==> src/design/mtc_pkg.sv <==
`default_nettype none
package mtc_pkg;

  // Polynomial variable width (Q0.16 duty, or grams scaled down; 18 bits covers NORM_SHIFT = 8)
  localparam int X_W = 18;
  // Horner accumulator: saturates to +-2^40, so 42 bits signed
  localparam int ACC_W = 42;
  // Intermediate sum before saturation
  localparam int SUM_W = 44;
  // Product of accumulator and variable
  localparam int PROD_W = ACC_W + X_W + 1;
  localparam logic signed [SUM_W-1:0] ACC_MAX = SUM_W'(64'sd1 <<< 40);
  localparam logic signed [SUM_W-1:0] ACC_MIN = -ACC_MAX;

  // Number of coefficient registers (x^5 .. x^0)
  localparam int NUM_COEFF = 6;
  localparam int COEFF_IDX_W = 3;

  // Fixed-point conversion constants
  localparam logic [22:0] N_TO_GF_Q16 = 23'd6682811;
  localparam logic [25:0] GF_TO_N_Q32 = 26'd42119241;
  localparam logic [17:0] THRUST_MAX_RST = 18'd216320;

  // Duty clamp limit, 1.0 in Q0.16
  localparam logic [16:0] DUTY_ONE = 17'd65536;

  // Configuration register indexes
  typedef enum logic [2:0] {
    REG_THRUST_MAX = 3'd0,
    REG_COEFF_POW5 = 3'd1,
    REG_COEFF_POW4 = 3'd2,
    REG_COEFF_POW3 = 3'd3,
    REG_COEFF_POW2 = 3'd4,
    REG_COEFF_POW1 = 3'd5,
    REG_COEFF_POW0 = 3'd6
  } reg_idx_t;

  // Word travelling down the cell chain
  typedef struct packed {
    logic             vld;
    logic             cmd;
    logic [X_W-1:0]   x;
    logic [ACC_W-1:0] acc;
  } stage_t;

endpackage
`default_nettype wire

==> src/design/mtc_post.sv <==
`default_nettype none
// Output conversion: grams to newtons, or accumulator to Q0.16 duty.
module mtc_post #(
  parameter int COEFF_FRAC_BITS = 16
) (
  input  wire logic            clk,
  input  wire logic            rst_n,
  input  wire logic            en,
  input  wire mtc_pkg::stage_t d_i,
  input  wire logic [17:0]     thrust_max_i,
  output logic                 vld_o,
  output logic [23:0]          result_o,
  output logic                 direction_o
);

  localparam int CFB = COEFF_FRAC_BITS;
  localparam int GW  = CFB + 10;
  localparam int MW  = GW + 26;
  localparam int FW  = MW + 1;
  localparam int RSH = (CFB > 16) ? CFB - 16 : 0;
  localparam int LSH = (CFB < 16) ? 16 - CFB : 0;

  logic signed [47:0] acc_ext;
  logic signed [47:0] gmax;
  logic signed [47:0] one;
  logic [GW-1:0]      g;
  logic [47:0]        d;

  logic               p_vld_r;
  logic               p_cmd_r;
  logic [MW-1:0]      p_gprod_r, p_gprod_nxt;
  logic [23:0]        p_dres_r, p_dres_nxt;

  logic [FW-1:0]      fsum;
  logic [23:0]        fres;

  logic               out_vld_r;
  logic [23:0]        out_result_r;
  logic               out_dir_r;

  // clamp and scale
  always_comb begin
    acc_ext = $signed({{(48-mtc_pkg::ACC_W){d_i.acc[mtc_pkg::ACC_W-1]}}, d_i.acc});
    gmax    = $signed(48'(thrust_max_i) << (CFB - 8));
    one     = $signed(48'd1 << CFB);
    if (acc_ext < 0) begin
      g = '0;
      d = '0;
    end else begin
      g = (acc_ext > gmax) ? gmax[GW-1:0] : acc_ext[GW-1:0];
      d = (acc_ext > one) ? one : acc_ext;
    end
    p_gprod_nxt = MW'(g) * MW'(mtc_pkg::GF_TO_N_Q32);
    p_dres_nxt  = 24'((d >> RSH) << LSH);
  end

  always_ff @(posedge clk) begin
    if (!rst_n) begin
      p_vld_r <= 1'b0;
    end else if (en) begin
      p_vld_r <= d_i.vld;
    end
  end

  always_ff @(posedge clk) begin
    if (en) begin
      p_cmd_r   <= d_i.cmd;
      p_gprod_r <= p_gprod_nxt;
      p_dres_r  <= p_dres_nxt;
    end
  end

  // round newtons half up, select by direction
  always_comb begin
    fsum = FW'(p_gprod_r) + (FW'(1) << (CFB + 15));
    fres = 24'(fsum >> (CFB + 16));
  end

  always_ff @(posedge clk) begin
    if (!rst_n) begin
      out_vld_r <= 1'b0;
    end else if (en) begin
      out_vld_r <= p_vld_r;
    end
  end

  always_ff @(posedge clk) begin
    if (en) begin
      out_dir_r    <= p_cmd_r;
      out_result_r <= p_cmd_r ? p_dres_r : fres;
    end
  end

  assign vld_o       = out_vld_r;
  assign result_o    = out_result_r;
  assign direction_o = out_dir_r;

endmodule
`default_nettype wire

==> config.mk <==
export PLATFORM = sky130hd
export DESIGN_NAME = mtc_post
export DESIGN_NICKNAME = d
export VERILOG_FILES = /design/src/design/mtc_pkg.sv /design/src/design/mtc_post.sv
export SDC_FILE = /design/constraint.sdc
export NUM_CORES = 1
export LEC_CHECK = 0
export BUFFER_PORTS_ARGS = -buffer_cell sky130_fd_sc_hd__buf_2
export CAP_MARGIN = 0
export CORE_MARGIN = 2
export CORE_UTILIZATION = 50
export DETAILED_ROUTE_END_ITERATION = 10
export PLACE_DENSITY = 0.7
export SLEW_MARGIN = 20
export SYNTH_ARGS = -nofsm -noshare
export SYNTH_HDL_FRONTEND = slang
export SYNTH_SLANG_ARGS = --single-unit
==> constraint.sdc <==
create_clock -name clk -period 12.7 [get_ports clk]
set_clock_uncertainty 0.05 [all_clocks]
set_input_delay 1.27 -clock clk [delete_from_list [all_inputs] [get_ports clk]]
set_output_delay 1.27 -clock clk [all_outputs]
set_load 0.05 [all_outputs]
==> impl_metrics.toml <==
[die]
dieArea_sq_um = 26800
core_area_sq_um = 25100
start_util_pct = 50.8
fp.dieW_um = 164
fp.dieH_um = 164
rows = 58
io_pins = 109

[cells_and_area]
fin_area_sq_um = 14100
drive_gt1_share_pct = 10.4
final_util_pct = 56.2
antenna_cells = 0
syn_to_final_growth_pct = 10.5
nets = 1939
final_cells = 1711
fill_cells = 2256

[sta]
maxSlewHeadroom_pct = 27.9
layout_setup_ws_ns = 2.68
tightestPinTransition_ns = 1.08
grt_setup_unrepaired = "no"
fmax_mhz = 99.8
setup_tns_ns = 0
period_needed_ns = 10.02
drv_slew = 0
whs_ns = 0.475
hold_viol = 0
timing.final.crit_share_pct = 78.9
setup_viol = 0

[yosys]
synthesis.area_sq_um = 12800
yosysTopAreaCellShare_pct = 34.0
synthCells = 1254
postSynthAreaPerCell_sq_um = 10.2
ys_warn_count = 0
synthFlopType = "edfxtp_1"
synth-edff-count = 71
synth.yosys.seq_area_share_pct = 17.0
synthArstFlopShare_pct = 0
synth.distinct_cells = 53
synthTopCellsByArea = "ha_1 34%, fa_1 21%, edfxtp_1 17%, inv_1 8.7%, a21oi_1 1.8%"
synth_seq_cells = 73
synth_area_leader_cell = "ha_1"

[clock_tree]
path_clk_slew_ns = 0.05
post_cts_buffers = 0
ctsResizeCount = 0
clk_latency_ns = 0.32
cts_htree_levels = 3
holdBufCountCts = 0
cts_tree = "done"
cts.sinks = 73
clockBufferDepth = 2
cts-buffers-inserted = 9
cts_root_buf = "clkbuf_16"

[detailed_routing]
route.antenna.remaining_nets = 0
routed.top_layer = "met4"
wl_met1_um = 12800
dr.pass1.iters = 5
drt-initial-drc-count = 571
via_per_inst = 5.29
wl_met2_um = 14200
drt_wl_total_um = 29200
wl_met3_um = 1360
vias = 9045
drcViolationCount = 0
routedWlPerCell_um = 17.1

[worst_setup_path]
arrival_ns = 10.04
slowest_delay_ns = 0.66
crit_fanout = 18
critPathKind = "input port to flip-flop"
cpMostUsedCell = "inv_1"
startpoint_type = "input port"
end_kind = "flip-flop"
slowest_stage = "a41oi_4"
cp.required_ns = 12.72

[placement]
dp.cells = 1694
port_buffers = 90
place_ws_ns = 2.41
place_area_sq_um = 13800
hpwl_um = 24800
routabilityCongestion = 0.901

[power_and_ir_drop]
ir_drop_mv = 0.134
p_sw_uw = 657
swShare_pct = 44.3
p_clk_share_pct = 16.0
power.total_mw = 1.48
powerDensity_nw_per_um2 = 105
comb_power_share_pct = 59.7
p_leak_nw = 7.88
seq_power_share_pct = 24.3
p_int_uw = 825

[global_routing]
antenna_found_initial = 0
grt_overflow_total = 0
grt_pass1_vias = 9317
grt_usage_pct = 22.7
grt_first_pass_wirelength_um = 46800
grt_max_degree = 74

[run]
drv_cap = 0

[hold_path]
min_path_type = "flip-flop to flip-flop"

[status]
status = "completed"
power groups by stage:
stage / sequential [mW] / clock (mW) / combinational, mW
final: 0.360 / 0.238 / 0.885
after global routing: 0.367 / 0.251 / 1.00
after CTS: 0.362 / 0.242 / 0.878
after detailed placement: 0.366 / 0 / 0.873
after global placement: 0.364 / 0 / 0.852
after floorplan: 0.399 / 0 / 0.605
cell type report:
cell class	instances	area (sq um)	area share (%)
Clock inverter	7	61.3	0.435
Timing Repair Buffer	116	653	4.63
Clock buffer	9	225	1.60
Multi-Input combinational cell	879	9470	67.1
Inverter	297	1110	7.90
Sequential cell	73	2170	15.4
Tap cell	330	413	2.93
Yosys cell counts (5+ instances only):
| cell type | number |
|---|---|
| ha_1 | 347 |
| inv_1 | 297 |
| fa_1 | 133 |
| edfxtp_1 | 71 |
| a21oi_1 | 47 |
| nor2_1 | 44 |
| nand2_1 | 43 |
| o21ai_0 | 38 |
| xnor2_1 | 23 |
| and2_1 | 20 |
| mux2i_1 | 20 |
| xor2_1 | 19 |
| nand3_1 | 18 |
| nand4_1 | 16 |
| a21o_1 | 15 |
| nor2b_1 | 15 |
| nor4_1 | 9 |
| clkbuf_1 | 8 |
| a211oi_1 | 6 |
| nor3_1 | 6 |
| o21a_1 | 6 |
| and3_1 | 5 |
final timing paths:
check / from / end / slack [ns] / cells after the start
worst max-delay path: thrust_max_i[15] / p_gprod_r[43] / 2.68 / 33
worst min-delay path: p_dres_r[20] / result_o[20] / 0.48 / 2
worst max register to register: p_gprod_r[32] / result_o[17] / 10.43 / 8
worst min register to register: p_dres_r[20] / result_o[20] / 0.48 / 2
logic make-up after synthesis:
group / synth area share [%]
xor+xnor: 2.88
flops: 17.0
mux: 1.66
fa+ha+maj: 54.9
simple gates: 7.46
buf+inv: 9.11
other cells: 0.0294
compound gates: 6.97
per-layer routing:
layer	track usage, %	vias up
li1	-	4434
met1	29.7	4352
met2	39.8	204
met3	2.02	55
met4	7.14	0
met5	0	-
registers in the layout, summed over array words and instances, names as in the netlist:
signal / flops
result_o: 24
direction_o: 1
p_vld_r: 1
p_dres_r: 24
p_cmd_r: 1
p_gprod_r: 21
vld_o: 1
placed cells by master, fill, tap and decap left out, drive strengths merged, types with 23 or more instances in the layout:
master,count
nand2,43
a21oi,47
nor2,44
o21ai,40
buf,116
inv,297
ha,347
fa,133
edfxtp,71
xnor2,23
critical path, delay by kind of cell:
| kind | cells | cell delay (ns) |
|---|---|---|
| and+or+nand+nor | 6 | 2.03 |
| buffers and inverters | 9 | 0.79 |
| xor gates and xnor gates | 1 | 0.14 |
| adders and majority gates | 9 | 3.81 |
| AOI/OAI and AO/OA | 8 | 1.95 |
No activity file was read; power rests on OpenSTA's default activity.
