**src/design/mtc_pkg.sv**
```systemverilog
`default_nettype none
package mtc_pkg;

  // Polynomial variable width (Q0.16 duty, or grams scaled down; 18 bits covers NORM_SHIFT = 8)
  localparam int X_W = 18;
  // Horner accumulator: saturates to +-2^40, so 42 bits signed
  localparam int ACC_W = 42;
  // Intermediate sum before saturation
  localparam int SUM_W = 44;
  // Product of accumulator and variable
  localparam int PROD_W = ACC_W + X_W + 1;
  localparam logic signed [SUM_W-1:0] ACC_MAX = SUM_W'(64'sd1 <<< 40);
  localparam logic signed [SUM_W-1:0] ACC_MIN = -ACC_MAX;

  // Number of coefficient registers (x^5 .. x^0)
  localparam int NUM_COEFF = 6;
  localparam int COEFF_IDX_W = 3;

  // Fixed-point conversion constants
  localparam logic [22:0] N_TO_GF_Q16 = 23'd6682811;
  localparam logic [25:0] GF_TO_N_Q32 = 26'd42119241;
  localparam logic [17:0] THRUST_MAX_RST = 18'd216320;

  // Duty clamp limit, 1.0 in Q0.16
  localparam logic [16:0] DUTY_ONE = 17'd65536;

  // Configuration register indexes
  typedef enum logic [2:0] {
    REG_THRUST_MAX = 3'd0,
    REG_COEFF_POW5 = 3'd1,
    REG_COEFF_POW4 = 3'd2,
    REG_COEFF_POW3 = 3'd3,
    REG_COEFF_POW2 = 3'd4,
    REG_COEFF_POW1 = 3'd5,
    REG_COEFF_POW0 = 3'd6
  } reg_idx_t;

  // Word travelling down the cell chain
  typedef struct packed {
    logic             vld;
    logic             cmd;
    logic [X_W-1:0]   x;
    logic [ACC_W-1:0] acc;
  } stage_t;

endpackage
`default_nettype wire

```
**src/design/mtc_cell.sv**
```systemverilog
`default_nettype none
// One Horner step: acc = sat(floor(acc * x / 2^16) + c), two register stages.
module mtc_cell (
  input  wire logic            clk,
  input  wire logic            rst_n,
  input  wire logic            en,
  input  wire mtc_pkg::stage_t d_i,
  input  wire logic [63:0]     coeff_i,
  output mtc_pkg::stage_t      q_o
);

  localparam int PW = mtc_pkg::PROD_W;
  localparam int SW = mtc_pkg::SUM_W;

  logic                       m_vld_r;
  logic                       m_cmd_r;
  logic [mtc_pkg::X_W-1:0]    m_x_r;
  logic signed [PW-1:0]       m_prod_r, m_prod_nxt;

  logic [31:0]                c_word;
  logic signed [SW-1:0]       c_ext;
  logic signed [SW-1:0]       sum;
  logic signed [SW-1:0]       sat;

  mtc_pkg::stage_t q_r;

  // multiply stage
  always_comb begin
    m_prod_nxt = $signed({{(PW-mtc_pkg::ACC_W){d_i.acc[mtc_pkg::ACC_W-1]}}, d_i.acc})
               * $signed({{(PW-mtc_pkg::X_W){1'b0}}, d_i.x});
  end

  always_ff @(posedge clk) begin
    if (!rst_n) begin
      m_vld_r <= 1'b0;
    end else if (en) begin
      m_vld_r <= d_i.vld;
    end
  end

  always_ff @(posedge clk) begin
    if (en) begin
      m_cmd_r  <= d_i.cmd;
      m_x_r    <= d_i.x;
      m_prod_r <= m_prod_nxt;
    end
  end

  // floor shift, add coefficient (inverse word for thrust-to-duty), saturate
  always_comb begin
    c_word = m_cmd_r ? coeff_i[63:32] : coeff_i[31:0];
    c_ext  = $signed({{(SW-32){c_word[31]}}, c_word});
    sum    = $signed(m_prod_r[SW+15:16]) + c_ext;
    if (sum > mtc_pkg::ACC_MAX) begin
      sat = mtc_pkg::ACC_MAX;
    end else if (sum < mtc_pkg::ACC_MIN) begin
      sat = mtc_pkg::ACC_MIN;
    end else begin
      sat = sum;
    end
  end

  always_ff @(posedge clk) begin
    if (!rst_n) begin
      q_r.vld <= 1'b0;
    end else if (en) begin
      q_r.vld <= m_vld_r;
      q_r.cmd <= m_cmd_r;
      q_r.x   <= m_x_r;
      q_r.acc <= sat[mtc_pkg::ACC_W-1:0];
    end
  end

  assign q_o = q_r;

endmodule
`default_nettype wire

```
**config.mk**
```make
export PLATFORM = sky130hd
export DESIGN_NAME = mtc_cell
export DESIGN_NICKNAME = d
export VERILOG_FILES = /design/src/design/mtc_pkg.sv /design/src/design/mtc_cell.sv
export SDC_FILE = /design/constraint.sdc
export NUM_CORES = 2
export LEC_CHECK = 0
export ABC_CLOCK_PERIOD_IN_PS = 7100
export BUFFER_PORTS_ARGS = -buffer_cell sky130_fd_sc_hd__buf_4
export CORE_ASPECT_RATIO = 1.5
export CORE_UTILIZATION = 35
export DETAILED_ROUTE_END_ITERATION = 8
export PLACE_DENSITY_LB_ADDON = 0.05
export REMOVE_ABC_BUFFERS = 1
export SYNTH_ARGS = -nofsm -noshare
export SYNTH_HDL_FRONTEND = slang
export SYNTH_SLANG_ARGS = --single-unit
```
**constraint.sdc**
```tcl
create_clock -name clk -period 7.1 [get_ports clk]
set_input_delay 0.355 -clock clk [delete_from_list [all_inputs] [get_ports clk]]
set_output_delay 0.355 -clock clk [all_outputs]
set_load 0.005 [all_outputs]
```
==> impl_results.md <==
- Maximum clock skew at final layout: 12.40 ps
- Growth of design area from synthesis to finish: 11.10%
- Synthesis-stage register bit count: 126
- Port Buffers: 190
- Hold Vio Cnt, Final: 0
- Finish-stage setup viols: 0
- Average routed wire per standard cell: 21.52 um
- Initial standard-cell utilization of the core: 35.36%
- Clock latency reported for the late side of the worst-skew pair: 430 ps
- Period utilization: 93.91%
- Fmax: 150.0 MHz
- Area leader, netlist: sky130_fd_sc_hd__fa_1
- Worst hold-check path type: in2reg
- Io pins: 191
- Kind of launch point of the worst setup path: input port
- Cell types occupying the most area after synthesis: sky130_fd_sc_hd__fa_1, sky130_fd_sc_hd__edfxtp_1, sky130_fd_sc_hd__inv_1
- Y dimension of the die: 374.8 um
- Maximum number of pins on one net before global-route repair: 66
- Floorplan Core Area: 91720 um2
- Mean instance size in the synthesized netlist: 9.364 um2
- Total global routing track utilization: 23.01%
- Violation count after the first detailed-route iteration: 1119
- Fraction of layout instances using a drive strength above 1: 10.29%
- Synth Cell Area: 32430 um2
- Share of the synthesized area in the top cell type: 43.96%
- Most used DFF post-synth: sky130_fd_sc_hd__edfxtp_1
- Slew headroom: 32.16%
- Vias: 23640
- Global-route wire length before repair: 162600 um
- Total Die Area: 93900 um2
- Per-cell via count in the routed design: 4.927
- Req. time, crit path: 7270 ps
- Router iterations before antenna repair: 6
- Number of buffers on the longest clock path: 2
- Count of instances resized after the clock tree is built: 0
- Finished Cell Area: 36030 um2
- Root Buffer: sky130_fd_sc_hd__clkbuf_16
- Antenna violations before repair: 8
- Site Rows: 136
- Sum of net half-perimeters after detailed placement: 84170 um
- Kind of critical path: in2reg
- Placement Cell Area: 35460 um2
- Number of maximum-capacitance violations: 0
- Layout Cells excl Fill: 4799
- Register area share after synthesis: 11.61%
- Transition time at the pin with the least slew margin: 996.3 ps
- Number of buffers inserted by hold repair at cts: 0
- Placed insts: 4765
- Post-Route WL: 103300 um
- Number of clock sinks: 126
- Yosys Warn Count: 0
- GPL Wtd Cong: 0.8534
- Remaining routing DRC violations: 0
- Register clock-pin slew on the reported worst setup and hold paths: 70 ps
- Instance count of the mapped netlist: 3463
- Distinct cells, synth: 76
- # nets final: 4635
- Max-slew violation total from the final report: 0
- CP Capture Type: flip-flop
- Unrepaired setup endpoints after global routing: false
- Chip Width: 250.5 um
- Number of enable flip-flop cells after synthesis: 124
- Inserted Clock Buffers: 17
- Worst Hold Margin: 106.7 ps
- Status: complete, no violations
- Total number of H-tree levels: 4
- Worst path arrival time: 6840 ps
- Number of global-route vias before repair: 27420
- Share of async-settable or async-resettable flops after synthesis: 0%
- Number of nets still failing antenna checks after routing: 0
- Final core utilization: 39.28%
- Final Critical Period: 6668 ps
- R2R setup slack: 1860 ps
- CTS tree: built
- Worst Path Max Fanout: 34
- Post-CTS setup buffer count: 0
- Total grt overflow: 0
-- worst max-delay path, cell delays in order --
cell                       delay [ps]
sky130_fd_sc_hd__buf_4            450
sky130_fd_sc_hd__nand2_1          160
sky130_fd_sc_hd__fa_1             510
sky130_fd_sc_hd__fa_1             520
sky130_fd_sc_hd__fa_1             520
sky130_fd_sc_hd__inv_1             60
sky130_fd_sc_hd__fa_1             510
sky130_fd_sc_hd__fa_1             490
sky130_fd_sc_hd__inv_1             50
sky130_fd_sc_hd__fa_1             530
sky130_fd_sc_hd__inv_1             60
sky130_fd_sc_hd__ha_1             330
sky130_fd_sc_hd__nand2_1           90
sky130_fd_sc_hd__buf_4            140
sky130_fd_sc_hd__o21ai_0          340
sky130_fd_sc_hd__buf_4            200
sky130_fd_sc_hd__a211oi_1          40
sky130_fd_sc_hd__o21bai_1         150
sky130_fd_sc_hd__nand2_1          200
sky130_fd_sc_hd__o211ai_1         310
sky130_fd_sc_hd__buf_4            190
sky130_fd_sc_hd__nand4_1          150
sky130_fd_sc_hd__a311oi_1         330
sky130_fd_sc_hd__xor2_1           100
-- state kept, by name (all words and copies together) (netlist names) --
name and count:
m_x_r 18, q_o 62, m_cmd_r 1, m_vld_r 1, m_prod_r 44
-- cell usage after synthesis, types with 11 or more instances --
master / number
sky130_fd_sc_hd__xnor2_1: 46
sky130_fd_sc_hd__o21bai_1: 14
sky130_fd_sc_hd__nor2_1: 78
sky130_fd_sc_hd__nor3_1: 19
sky130_fd_sc_hd__a31oi_1: 11
sky130_fd_sc_hd__mux2_2: 30
sky130_fd_sc_hd__and2_1: 412
sky130_fd_sc_hd__fa_1: 712
sky130_fd_sc_hd__nand3_1: 21
sky130_fd_sc_hd__edfxtp_1: 124
sky130_fd_sc_hd__ha_1: 183
sky130_fd_sc_hd__and3_1: 11
sky130_fd_sc_hd__clkbuf_1: 137
sky130_fd_sc_hd__xor2_1: 42
sky130_fd_sc_hd__o21a_1: 13
sky130_fd_sc_hd__a21o_1: 32
sky130_fd_sc_hd__a21oi_1: 84
sky130_fd_sc_hd__nor2b_1: 12
sky130_fd_sc_hd__nand4_1: 22
sky130_fd_sc_hd__nand2_1: 401
sky130_fd_sc_hd__inv_1: 864
sky130_fd_sc_hd__o21ai_0: 49
-- placed cells by master (no fill, tap or decap), types with 17 or more instances in the layout --
master | netlist | routed
sky130_fd_sc_hd__a21o_1 | 32 | 32
sky130_fd_sc_hd__a21oi_1 | 84 | 84
sky130_fd_sc_hd__and2_1 | 412 | 411
sky130_fd_sc_hd__buf_4 | 0 | 275
sky130_fd_sc_hd__clkbuf_16 | 0 | 17
sky130_fd_sc_hd__edfxtp_1 | 124 | 124
sky130_fd_sc_hd__fa_1 | 712 | 712
sky130_fd_sc_hd__ha_1 | 183 | 183
sky130_fd_sc_hd__inv_1 | 864 | 864
sky130_fd_sc_hd__mux2_2 | 30 | 30
sky130_fd_sc_hd__nand2_1 | 401 | 401
sky130_fd_sc_hd__nand3_1 | 21 | 21
sky130_fd_sc_hd__nand4_1 | 22 | 22
sky130_fd_sc_hd__nor2_1 | 78 | 78
sky130_fd_sc_hd__nor3_1 | 19 | 19
sky130_fd_sc_hd__o21ai_0 | 49 | 49
sky130_fd_sc_hd__xnor2_1 | 46 | 46
sky130_fd_sc_hd__xor2_1 | 42 | 42
-- metal layers --
metal | vias to the layer above | share of wire (%) | global-route usage (%)
met1 | 12370 | 37 | 25.17
met2 | 513 | 57 | 46.63
met5 | - | 0.016 | 0
met3 | 157 | 2.3 | 1.416
met4 | 4 | 3.1 | 6.424
li1 | 10600 | - | -
-- stage by stage --
stage / setup TNS [ps] / setup slack, ps
2_1_floorplan: 0 / 982.6
3_3_place_gp: -124.0 / -88.06
3_5_place_dp: -102.7 / -52.78
4_1_cts: 0 / 395.6
5_1_grt: 0 / 154.4
6_report: 0 / 432.4
-- cell families after synthesis --
| kind of cell | after synthesis | synth area share, % |
|---|---|---|
| muxes | 35 | 1.235 |
| AOI/OAI and AO/OA | 285 | 5.892 |
| buffers and inverters | 1016 | 11.87 |
| adders and majority gates | 895 | 51.02 |
| DFF | 126 | 11.61 |
| xor gates and xnor gates | 88 | 2.377 |
| and+or+nand+nor | 1018 | 16.00 |
-- final timing paths --
| path | startpoint | cells after the start | end |
|---|---|---|---|
| setup / recovery | d_i[47] | 24 | m_prod_r[56]$_DFFE_PP_ |
| hold / removal | d_i[60] | 1 | m_cmd_r$_DFFE_PP_ |
| setup reg to reg | m_cmd_r$_DFFE_PP_ | 13 | q_o[2]$_SDFFCE_PP0P_ |
| hold reg to reg | m_x_r[1]$_DFFE_PP_ | 0 | q_o[43]$_DFFE_PP_ |
-- area by class of cell --
class / instances / area (um2)
clock inverters: 14 / 132.6
flip-flops and latches: 126 / 3764
repair buffers: 280 / 2165
well taps: 1173 / 1468
inverters: 865 / 3247
clock buffers: 18 / 429.2
diodes: 2 / 5.005
multi-input cells: 2321 / 24820
fillers: 9370 / 55690
Power is not shown: default switching activity piles up to over one toggle a cycle in this logic, so the estimate is an artifact.
