<file path="src/design/mtc_pkg.sv">
`default_nettype none
package mtc_pkg;

  // Polynomial variable width (Q0.16 duty, or grams scaled down; 18 bits covers NORM_SHIFT = 8)
  localparam int X_W = 18;
  // Horner accumulator: saturates to +-2^40, so 42 bits signed
  localparam int ACC_W = 42;
  // Intermediate sum before saturation
  localparam int SUM_W = 44;
  // Product of accumulator and variable
  localparam int PROD_W = ACC_W + X_W + 1;
  localparam logic signed [SUM_W-1:0] ACC_MAX = SUM_W'(64'sd1 <<< 40);
  localparam logic signed [SUM_W-1:0] ACC_MIN = -ACC_MAX;

  // Number of coefficient registers (x^5 .. x^0)
  localparam int NUM_COEFF = 6;
  localparam int COEFF_IDX_W = 3;

  // Fixed-point conversion constants
  localparam logic [22:0] N_TO_GF_Q16 = 23'd6682811;
  localparam logic [25:0] GF_TO_N_Q32 = 26'd42119241;
  localparam logic [17:0] THRUST_MAX_RST = 18'd216320;

  // Duty clamp limit, 1.0 in Q0.16
  localparam logic [16:0] DUTY_ONE = 17'd65536;

  // Configuration register indexes
  typedef enum logic [2:0] {
    REG_THRUST_MAX = 3'd0,
    REG_COEFF_POW5 = 3'd1,
    REG_COEFF_POW4 = 3'd2,
    REG_COEFF_POW3 = 3'd3,
    REG_COEFF_POW2 = 3'd4,
    REG_COEFF_POW1 = 3'd5,
    REG_COEFF_POW0 = 3'd6
  } reg_idx_t;

  // Word travelling down the cell chain
  typedef struct packed {
    logic             vld;
    logic             cmd;
    logic [X_W-1:0]   x;
    logic [ACC_W-1:0] acc;
  } stage_t;

endpackage
`default_nettype wire

</file>
<file path="src/design/mtc_prep.sv">
`default_nettype none
// Input conditioning: clamps the duty, or converts newtons to scaled grams.
module mtc_prep #(
  parameter int NORM_SHIFT = 10
) (
  input  wire logic                clk,
  input  wire logic                rst_n,
  input  wire logic                en,
  input  wire logic                vld_i,
  input  wire logic                cmd_i,
  input  wire logic signed [24:0]  value_i,
  input  wire logic [17:0]         thrust_max_i,
  output mtc_pkg::stage_t          q_o
);

  logic        a_vld_r, a_vld_nxt;
  logic        a_cmd_r;
  logic [16:0] a_duty_r, a_duty_nxt;
  logic [46:0] a_nprod_r, a_nprod_nxt;

  logic [47:0] g_sum;
  logic [23:0] gq8;
  logic [17:0] gq8_c;
  logic [25:0] g_shift;

  mtc_pkg::stage_t b_r, b_nxt;

  // stage A: duty clamp, newtons times grams-per-newton
  always_comb begin
    a_vld_nxt = vld_i;
    if (value_i < 0) begin
      a_duty_nxt = '0;
    end else if (value_i > $signed({8'b0, mtc_pkg::DUTY_ONE})) begin
      a_duty_nxt = mtc_pkg::DUTY_ONE;
    end else begin
      a_duty_nxt = value_i[16:0];
    end
    if (value_i < 0) begin
      a_nprod_nxt = '0;
    end else begin
      a_nprod_nxt = 47'(value_i[23:0]) * 47'(mtc_pkg::N_TO_GF_Q16);
    end
  end

  always_ff @(posedge clk) begin
    if (!rst_n) begin
      a_vld_r <= 1'b0;
    end else if (en) begin
      a_vld_r <= a_vld_nxt;
    end
  end

  always_ff @(posedge clk) begin
    if (en) begin
      a_cmd_r   <= cmd_i;
      a_duty_r  <= a_duty_nxt;
      a_nprod_r <= a_nprod_nxt;
    end
  end

  // stage B: round to Q10.8 grams, clamp, normalize into the polynomial variable
  always_comb begin
    g_sum   = 48'(a_nprod_r) + (48'd1 << 23);
    gq8     = g_sum[47:24];
    gq8_c   = (gq8 > 24'(thrust_max_i)) ? thrust_max_i : gq8[17:0];
    g_shift = {gq8_c, 8'b0} >> NORM_SHIFT;
    b_nxt.vld = a_vld_r;
    b_nxt.cmd = a_cmd_r;
    b_nxt.x   = a_cmd_r ? g_shift[mtc_pkg::X_W-1:0] : mtc_pkg::X_W'(a_duty_r);
    b_nxt.acc = '0;
  end

  always_ff @(posedge clk) begin
    if (!rst_n) begin
      b_r.vld <= 1'b0;
    end else if (en) begin
      b_r <= b_nxt;
    end
  end

  assign q_o = b_r;

endmodule
`default_nettype wire

</file>
<file path="config.mk">
export PLATFORM = sky130hd
export DESIGN_NAME = mtc_prep
export DESIGN_NICKNAME = d
export VERILOG_FILES = /design/src/design/mtc_pkg.sv /design/src/design/mtc_prep.sv
export SDC_FILE = /design/constraint.sdc
export NUM_CORES = 1
export LEC_CHECK = 0
export BUFFER_PORTS_ARGS = -buffer_cell sky130_fd_sc_hd__buf_2
export CAP_MARGIN = 40
export CORE_ASPECT_RATIO = 1.5
export CORE_MARGIN = 5
export CORE_UTILIZATION = 55
export DETAILED_ROUTE_END_ITERATION = 10
export GPL_ROUTABILITY_DRIVEN = 0
export GPL_TIMING_DRIVEN = 0
export PLACE_DENSITY_LB_ADDON = 0.08
export SYNTH_ARGS = -nofsm -noshare
export SYNTH_HDL_FRONTEND = slang
export SYNTH_SLANG_ARGS = --single-unit
</file>
<file path="constraint.sdc">
create_clock -name clk -period 10.9 [get_ports clk]
set_clock_uncertainty 0.2 [all_clocks]
set_input_delay 0.545 -clock clk [delete_from_list [all_inputs] [get_ports clk]]
set_output_delay 0.545 -clock clk [all_outputs]
set_load 0.05 [all_outputs]
</file>
==> results of run 1 <==
-- registers in the layout, summed over array words and instances, names as in the netlist --
| signal | cells |
|---|---|
| q_o | 19 |
| a_vld_r | 1 |
| a_nprod_r | 24 |
| a_cmd_r | 1 |
| a_duty_r | 17 |
-- logic make-up after synthesis --
kind of cell             synth area share [%]
adder cells (fa/ha/maj)                  57.9
buffers and inverters                    12.6
AND/OR/NAND/NOR                          6.36
AO/OA/AOI/OAI                            7.35
flip-flops                               12.8
XOR/XNOR                                 2.26
multiplexers                            0.697
other                                  0.0261
-- final cells by class --
type / instances / area (sq um)
Tap cell: 333 / 417
Buffer: 56 / 378
Sequential cell: 62 / 1840
Multi-Input combinational cell: 941 / 10900
Timing Repair Buffer: 67 / 350
Inverter: 381 / 1430
Fill cell: 2297 / 10200
Clock buffer: 9 / 225
Clock inverter: 7 / 82.6
-- cells in the final DEF, fill, tap and decap left out, drive strengths merged, types with 2 or more instances in the layout --
cell type	instances
a211oi	5
xor2	13
and2	3
o21bai	2
a211o	2
or2	3
a21o	28
clkbuf	19
o21ai	12
a21oi	42
buf	113
o21a	13
xnor2	24
mux2i	4
nor2	35
or3	3
edfxtp	60
nor3	44
clkinv	4
mux2	5
fa	242
ha	277
o211ai	11
dfxtp	2
a31oi	4
and4	3
and3	9
nand2b	3
o211a	2
nand2	41
nand3	16
inv	383
a221oi	2
o31ai	17
nand4	8
nor2b	10
conb	43
-- worst register-to-register path: cells and delay by family, from the launching register on --
family,cells,cell delay [ns]
and+or+nand+nor,7,2.02
AOI/OAI and AO/OA,4,0.83
adders and majority gates,2,0.45
xor gates and xnor gates,1,0.36
DFF,1,0.38
buffers and inverters,1,0.32
-- per-layer routing --
layer | global-route usage, % | vias up | wire, um
met5 | 0 | - | 13
met4 | 4.57 | 2 | 559
li1 | - | 4621 | -
met2 | 46.0 | 234 | 18800
met3 | 1.80 | 43 | 1270
met1 | 28.6 | 4782 | 12900
-- stage by stage --
stage | instances | cell area [sq um] | setup WS, ns | utilization [%]
floorplan | 1440 | 14500 | 4.18 | -
global placement | 1838 | 15300 | 2.93 | 59.2
detailed placement | 1840 | 15300 | 2.95 | 59.3
CTS | 1856 | 15600 | 3.31 | 60.5
global route | 1856 | 15600 | 3.02 | 60.5
finish | 1856 | 15600 | 3.28 | 60.5
-- path summary, 6_finish.rpt --
check	startpoint	end	slack, ns	cells after the start
max	value_i[17]	a_nprod_r[46]	3.28	24
min	cmd_i	a_cmd_r	0.19	1
max reg2reg	a_nprod_r[23]	q_o[53]	6.15	15
min reg2reg	a_cmd_r	q_o[60]	0.29	0
==> reports/results.ini, run 1 <==
[status]
outcome = complete, no violations

[clock_network]
htreeDepth = 3
clock_sinks = 62
hold_buffers = 0
root_buffer = clkbuf_16
path_clk_slew_ns = 0.06
cts_inserted_buffers = 9
cts_setup_buffers = 0
cts_resized = 0
clk_latency_ns = 0.33
clockBufferDepth = 2
tritoncts = done

[logic_synthesis]
synth_top_area_share_pct = 33.7
async_reset_ff_share_pct = 0
synth_top_area_cell = fa_1
syn_area_per_cell_sq_um = 10.3
ys_seq_area_share_pct = 12.8
ys_types = 60
synth_edf_count = 60
syn_area_sq_um = 14400
synth.most_common_cell = inv_1
postSynthCellCount = 1398
ys_top_cells_by_count = inv_1 (381), ha_1 (277), fa_1 (242)
ys_warn_count = 0
synth.area.top_cells = fa_1 (34%), ha_1 (24%), edfxtp_1 (13%)
yosys_most_used_dff = edfxtp_1
ys_ff_latch = 62

[die]
die_w_um = 142
dieHeight_um = 208
coreArea_sq_um = 25800
floorplan.initialDensity_pct = 55.7
die-area_sq_um = 29500
rows = 72
ios = 110

[sta]
maxSlewHeadroom_pct = 49.2
holdWs_ns = 0.186
drv_slew = 0
rsz0062_at_grt = false
final.min_clock_period_ns = 7.62
timing.setup.tns_ns = 0
max_freq_ghz = 0.131
setup_viol = 0
final_hold_viol_count = 0
tightestPinTransition_ns = 0.762
period_share_pct = 69.9

[setup_path]
cpLargestDelayFamily = adder cells
critPathKind = in2reg
cp_data_arrival_time_ns = 7.50
end_kind = flop
slowest_delay_ns = 0.56
crit_fanout = 10
required_ns = 10.78
worst-path-buf-inv = 7
crit_slowest_cell = fa_1
cp_cell_sequence = buf_2 > inv_1 > ha_1 > inv_1 > fa_1 > inv_1 > fa_1 > inv_1 > fa_1 > fa_1 > fa_1 > inv_1 > fa_1 > inv_1 > ha_1 > nand2_1 > o21ai_0 > nor3_1 > and3_4 > o21a_4 > a2111oi_4 > o2111a_1 > a211o_1 > mux2_4
critPathLaunchType = input pin

[routing]
drtAntennaViolNets = 0
drc = 0
routed_wl_um = 33600
drt-initial-drc-count = 460
first_pass_iters = 5
vias = 9682
routedWlPerCell_um = 18.1
via_per_inst = 5.22

[global_routing]
grt_pass1_wl_um = 54600
grt_pass1_vias = 10500
track_usage_pct = 23.8
grt.overflow.total = 0
grt_antenna_before_repair = 1
grt_start_max_net_pins = 44

[run]
cap_violations = 0

[placed_design]
hpwl_um = 29900
io_buffers = 65

[finish]
area_growth_pct = 8.58
drive_above_1_share_pct = 9.46
nNetsFinal = 2085
diodes = 0

[hold_path]
min_path_type = in2reg

Power of run 1 is not shown: default switching activity piles up to over one toggle a cycle in this logic, so the estimate is an artifact.
==> run 2: changes to the inputs <==
==> constraint.sdc (replaced) <==
create_clock -name clk -period 7.31 [get_ports clk]
set_clock_uncertainty 0.2 [all_clocks]
set_input_delay 0.3655 -clock clk [delete_from_list [all_inputs] [get_ports clk]]
set_output_delay 0.3655 -clock clk [all_outputs]
set_load 0.05 [all_outputs]
==> run 2 against run 1 <==
- register-to-register slack got worse by 3.6 ns
- utilization rose by 0.71 points
- largest cell class unchanged
- non-clock buffer count increased by 12
- critical path type unchanged
- design area up 1.2%
- sequential cell count is the same
- die area is the same
- clock-buffer cell count did not move
- via count increased by 0.65%
- setup slack got worse by 3.1 ns
- worst hold slack got worse by 0.11 ns
- cell count up 0.65%
- sequential share of layout area is 0.14 points lower
==> reports/results.ini, run 2 (synthesis gave the netlist of run 1 again) <==
[die]
die-area_sq_um = 29500  ; unchanged
dieHeight_um = 208  ; unchanged
rows = 72  ; unchanged
coreArea_sq_um = 25800  ; unchanged
ios = 110  ; unchanged
floorplan.initialDensity_pct = 55.7  ; unchanged
die_w_um = 142  ; unchanged

[routing]
routedWlPerCell_um = 18.1  ; -0.11%
first_pass_iters = 5  ; unchanged
drc = 0  ; unchanged
routed_wl_um = 33700  ; +0.54%
drtAntennaViolNets = 0  ; unchanged
drt-initial-drc-count = 503  ; +9.3%
via_per_inst = 5.22  ; about the same
vias = 9745  ; +0.65%

[status]
outcome = complete, no violations

[sta]
period_share_pct = 97.4
tightestPinTransition_ns = 0.760  ; -0.00132 ns
final.min_clock_period_ns = 7.12
rsz0062_at_grt = false
maxSlewHeadroom_pct = 49.3  ; +0.088 points
max_freq_ghz = 0.140
setup_viol = 0  ; unchanged
drv_slew = 0  ; unchanged
final_hold_viol_count = 0  ; unchanged

[setup_path]
critPathLaunchType = input pin
end_kind = flop
crit_fanout = 9  ; -1
critPathKind = in2reg
cp_data_arrival_time_ns = 7.01  ; -0.49 ns
required_ns = 7.19  ; -3.59 ns

[finish]
utilization_pct = 61.2  ; +0.71 points
diodes = 0  ; unchanged
area_growth_pct = 9.86
largest_register = a_nprod_r
drive_above_1_share_pct = 10.9  ; +1.4 points
final_common_cell = inv_1
nNetsFinal = 2097  ; +0.58%
layout_common_cells = inv_1 (376), ha_1 (277), fa_1 (242), edfxtp_1 (60), buf_4 (56)
largest_reg_flops = 24  ; unchanged

[global_routing]
grt_pass1_vias = 10500  ; unchanged
grt_antenna_before_repair = 1  ; unchanged
track_usage_pct = 23.8  ; unchanged
grt_start_max_net_pins = 44  ; unchanged
grt_pass1_wl_um = 54600  ; unchanged
grt.overflow.total = 0  ; unchanged

[clock_network]
clock_sinks = 62  ; unchanged
root_buffer = clkbuf_16
clockBufferDepth = 2  ; unchanged
htreeDepth = 3  ; unchanged
cts_inserted_buffers = 9  ; unchanged
tritoncts = done
clk_latency_ns = 0.33  ; about the same
path_clk_slew_ns = 0.06  ; about the same

[hold_path]
min_path_type = in2reg

[placed_design]
io_buffers = 65  ; unchanged
hpwl_um = 29900  ; unchanged

[run]
cap_violations = 0  ; unchanged

[run 2: changes by cell type in the layout (fill, tap and decap cells not counted), sizes merged]
cell	previous run	this run
clkbuf	19	30
clkinvlp	0	5
inv	383	378
dlygate4sd3	0	1
[run 2: layout make-up]
type | instances | area (sq um)
clock inverters | 7 | 82.6
multi-input cells | 941 | 10900
repair buffers | 79 | 485
clock buffers | 9 | 225
flip-flops and latches | 62 | 1840
fillers | 2270 | 9990
plain buffers | 56 | 378
inverters | 381 | 1450
well taps | 333 | 417
[run 2: critical path: stages]
cell and delay [ns]:
clkbuf_4 0.23, clkinvlp_4 0.15, ha_1 0.39, inv_1 0.08, fa_1 0.51, fa_1 0.51
inv_1 0.05, fa_1 0.51, fa_1 0.44, fa_1 0.54, inv_1 0.05, fa_1 0.52
inv_1 0.04, ha_1 0.31, and4_2 0.30, and4_1 0.22, o211ai_2 0.13, and3_4 0.25
o21a_4 0.23, a2111oi_4 0.41, o2111a_1 0.29, a211o_1 0.14, mux2_4 0.31
[run 2: worst paths after layout]
path | startpoint | to | slack, ns | depth (start not counted)
hold reg to reg | a_cmd_r | q_o[60] | 0.29 | 0
hold / removal | rst_n | q_o[61] | 0.08 | 2
setup reg to reg | a_nprod_r[23] | q_o[53] | 2.59 | 15
setup / recovery | value_i[14] | a_nprod_r[46] | 0.19 | 23
[run 2: metal layers]
| layer | vias to the layer above | global-route usage [%] | part of all wire, % |
|---|---|---|---|
| met4 | 2 | 4.57 | 1.8 |
| met1 | 4801 | 28.7 | 38 |
| met3 | 40 | 1.77 | 4.1 |
| met5 | - | 0 | 0.039 |
| li1 | 4659 | - | - |
| met2 | 243 | 46.0 | 56 |
[run 2: repair_timing]
| action | 4_1_cts | 5_1_grt |
|---|---|---|
| gates cloned | 0 | 0 |
| gates resized for setup | 4 | 25 |
| setup buffers | 0 | 11 |
| hold endpoints to repair | 1 | 0 |
| hold buffers | 1 | 0 |
| setup endpoints to repair | 4 | 7 |
| pin swaps | 0 | 1 |
[run 2: through the flow]
stage | cell area [sq um] | TNS (ns) | hold slack, ns | worst slack, ns | std cells
2_1_floorplan | 14500 | 0 | 0.251 | 0.767 | 1440
3_3_place_gp | 15300 | -2.94 | 0.292 | -0.481 | 1838
3_5_place_dp | 15300 | -2.90 | 0.265 | -0.463 | 1840
4_1_cts | 15600 | -0.00780 | 0.0684 | -0.00780 | 1857
5_1_grt | 15800 | 0 | 0.0803 | 0.00857 | 1868
6_report | 15800 | 0 | 0.0761 | 0.188 | 1868
Power of run 2 is left out for the same reason.
==> run 3: changes to the inputs <==
==> constraint.sdc (replaced) <==
create_clock -name clk -period 6.1 [get_ports clk]
set_clock_uncertainty 0.2 [all_clocks]
set_input_delay 0.305 -clock clk [delete_from_list [all_inputs] [get_ports clk]]
set_output_delay 0.305 -clock clk [all_outputs]
set_load 0.05 [all_outputs]
==> run 3 against run 2 <==
- the flow now finishes with violations (negative setup slack)
- clock-buffer cell count unchanged
- routed wire length increased by 5.1%
- worst hold slack got worse by 0.047 ns
- utilization increased by 5.3 points
- global-route usage increased by 1.4 points
- sequential cell count unchanged
- sequential share of layout area decreased by 0.93 points
- setup slack got worse by 0.65 ns
- critical endpoint unchanged
- highest routed layer is now met4
==> reports/results.ini, run 3 (synthesis gave the netlist of run 1 again) <==
[routing]
vias = 10100  ; +3.2%
drc = 0  ; unchanged
drt-initial-drc-count = 307  ; -39%
first_pass_iters = 5  ; unchanged
drtAntennaViolNets = 0  ; unchanged
routed_wl_um = 35500  ; +5.1%
routedWlPerCell_um = 18.5  ; +2.7%
via_per_inst = 5.26  ; +0.78%

[finish]
final_area_sq_um = 17100  ; +8.6%
largest_register = a_nprod_r
area_growth_pct = 19.3
n_fill_cell = 2028  ; -11%
drive_above_1_share_pct = 20.0  ; +9.1 points
nNetsFinal = 2141  ; +2.1%
multi_input_area_sq_um = 11600  ; +6.8%
regArea_sq_um = 1840  ; unchanged
final_common_cell = inv_1
largest_reg_flops = 24  ; unchanged
layout_common_cells = inv_1 (354), ha_1 (239), fa_1 (234), buf_4 (92), edfxtp_1 (60)
diodes = 0  ; unchanged

[placed_design]
dpl-instance-area_sq_um = 15500  ; +1.4%
hpwl_um = 30100  ; +0.57%
io_buffers = 65  ; unchanged

[setup_path]
r2r_cells = 15  ; unchanged
required_ns = 5.97  ; -1.22 ns
crit_fanout = 7  ; -2
end_kind = flop
crit_start = value_i[13]
rr_endpoint = q_o[56]
cp_data_arrival_time_ns = 6.43  ; -0.58 ns
r2r_setup_slack_ns = 1.47  ; -1.12 ns
critPathLaunchType = input pin
critPathKind = in2reg
r2r-start = a_nprod_r[24]

[global_routing]
grt_start_max_net_pins = 44  ; unchanged
grt_pass1_vias = 11100  ; +5.6%
use_met3_pct = 2.05  ; +0.28 points
met2_usage_pct = 48.1  ; +2.1 points
track_usage_pct = 25.2  ; +1.4 points
grt.overflow.total = 0  ; unchanged
grt_pass1_wl_um = 57700  ; +5.7%
grt-busiest-layer = met2
grtUsageMet1_pct = 29.3  ; +0.68 points
grt_antenna_before_repair = 0  ; -1

[status]
violations = negative setup slack
outcome = complete, but fails checks

[sta]
period_share_pct = 108
final_hold_viol_count = 0  ; unchanged
setup_viol = 16  ; +16
tightestPinTransition_ns = 0.793  ; +0.0327 ns
maxSlewHeadroom_pct = 47.1  ; -2.2 points
drv_slew = 0  ; unchanged
max_freq_ghz = 0.152
fin_ws_ns = -0.459  ; -0.647 ns
final.min_clock_period_ns = 6.56
rsz0062_at_grt = true

[clock_network]
clockBufferDepth = 2  ; unchanged
clk_latency_ns = 0.33  ; about the same
clock_sinks = 62  ; unchanged
htreeDepth = 3  ; unchanged
cts_inserted_buffers = 9  ; unchanged
tritoncts = done
path_clk_slew_ns = 0.06  ; about the same
root_buffer = clkbuf_16

[hold_path]
whs_path_depth = 2  ; unchanged
min_path_type = in2reg
min_to = a_vld_r
min_from = rst_n

[die]
floorplan.initialDensity_pct = 55.7  ; unchanged
ios = 110  ; unchanged
dieHeight_um = 208  ; unchanged
die_w_um = 142  ; unchanged
coreArea_sq_um = 25800  ; unchanged
die-area_sq_um = 29500  ; unchanged
rows = 72  ; unchanged

[run]
cap_violations = 0  ; unchanged

[run 3: cell types whose count changed in the layout (fill, tap and decap cells not counted), sizes merged]
cell,before,now
buf,113,168
bufinv,1,2
clkbuf,30,19
clkinv,4,1
clkinvlp,5,16
inv,378,369
[run 3: worst max path at each step]
stage | end | cells after the start | slack, ns
6_report | a_nprod_r[46] | 23 | -0.46
5_1_grt | a_nprod_r[41] | 25 | -0.60
4_1_cts | a_nprod_r[46] | 24 | -0.50
3_5_place_dp | a_nprod_r[46] | 24 | -1.46
3_3_place_gp | a_nprod_r[46] | 24 | -1.45
2_1_floorplan | a_nprod_r[46] | 22 | -0.14
[run 3: cell type report]
type                            count  share of cell area (%)
Buffer                             56                    2.21
Clock buffer                        9                    1.31
Clock inverter                      7                   0.577
Inverter                          381                    8.61
Multi-Input combinational cell    941                    67.9
Sequential cell                    62                    10.8
Tap cell                          333                    2.43
Timing Repair Buffer              123                    6.22
[run 3: per-stage QoR]
step | hold slack, ns | std cells | setup slack (ns) | TNS [ns] | util [%]
6_report | 0.0288 | 1912 | -0.459 | -3.62 | 66.5
5_1_grt | 0.0328 | 1912 | -0.598 | -6.52 | 66.5
4_1_cts | 0.0281 | 1898 | -0.496 | -3.79 | 65.3
3_5_place_dp | 0.279 | 1840 | -1.46 | -24.52 | 60.1
3_3_place_gp | 0.288 | 1838 | -1.45 | -24.02 | 60.0
2_1_floorplan | 0.204 | 1440 | -0.144 | -0.640 | -
[run 3: worst max-delay path: stages]
cell and delay (ns):
buf_16 0.12, clkinvlp_4 0.13, ha_4 0.31, inv_2 0.04, fa_1 0.47, fa_1 0.42, inv_1 0.08, fa_1 0.43
fa_1 0.50, inv_1 0.06, fa_1 0.54, inv_1 0.06, fa_1 0.52, ha_4 0.30, and4_4 0.25, and4_1 0.19
o211ai_2 0.13, and3_4 0.24, o21a_4 0.23, a2111oi_4 0.37, o2111a_1 0.28, a211o_1 0.15, mux2_4 0.31
[run 3: timing repair]
item,CTS,global route
gates resized for setup,156,40
endpoints found under the hold margin,1,0
pin swaps,70,34
hold buffers,1,0
buffers inserted,41,15
cloned,0,0
endpoints found under the setup margin,24,23
[run 3: metal layers]
layer / vias to the layer above / part of all wire (%)
li1: 4739 / -
met1: 4977 / 37
met2: 258 / 55
met3: 78 / 3.9
met4: 0 / 3.6
met5: - / 0
Power of run 3 is left out for the same reason.
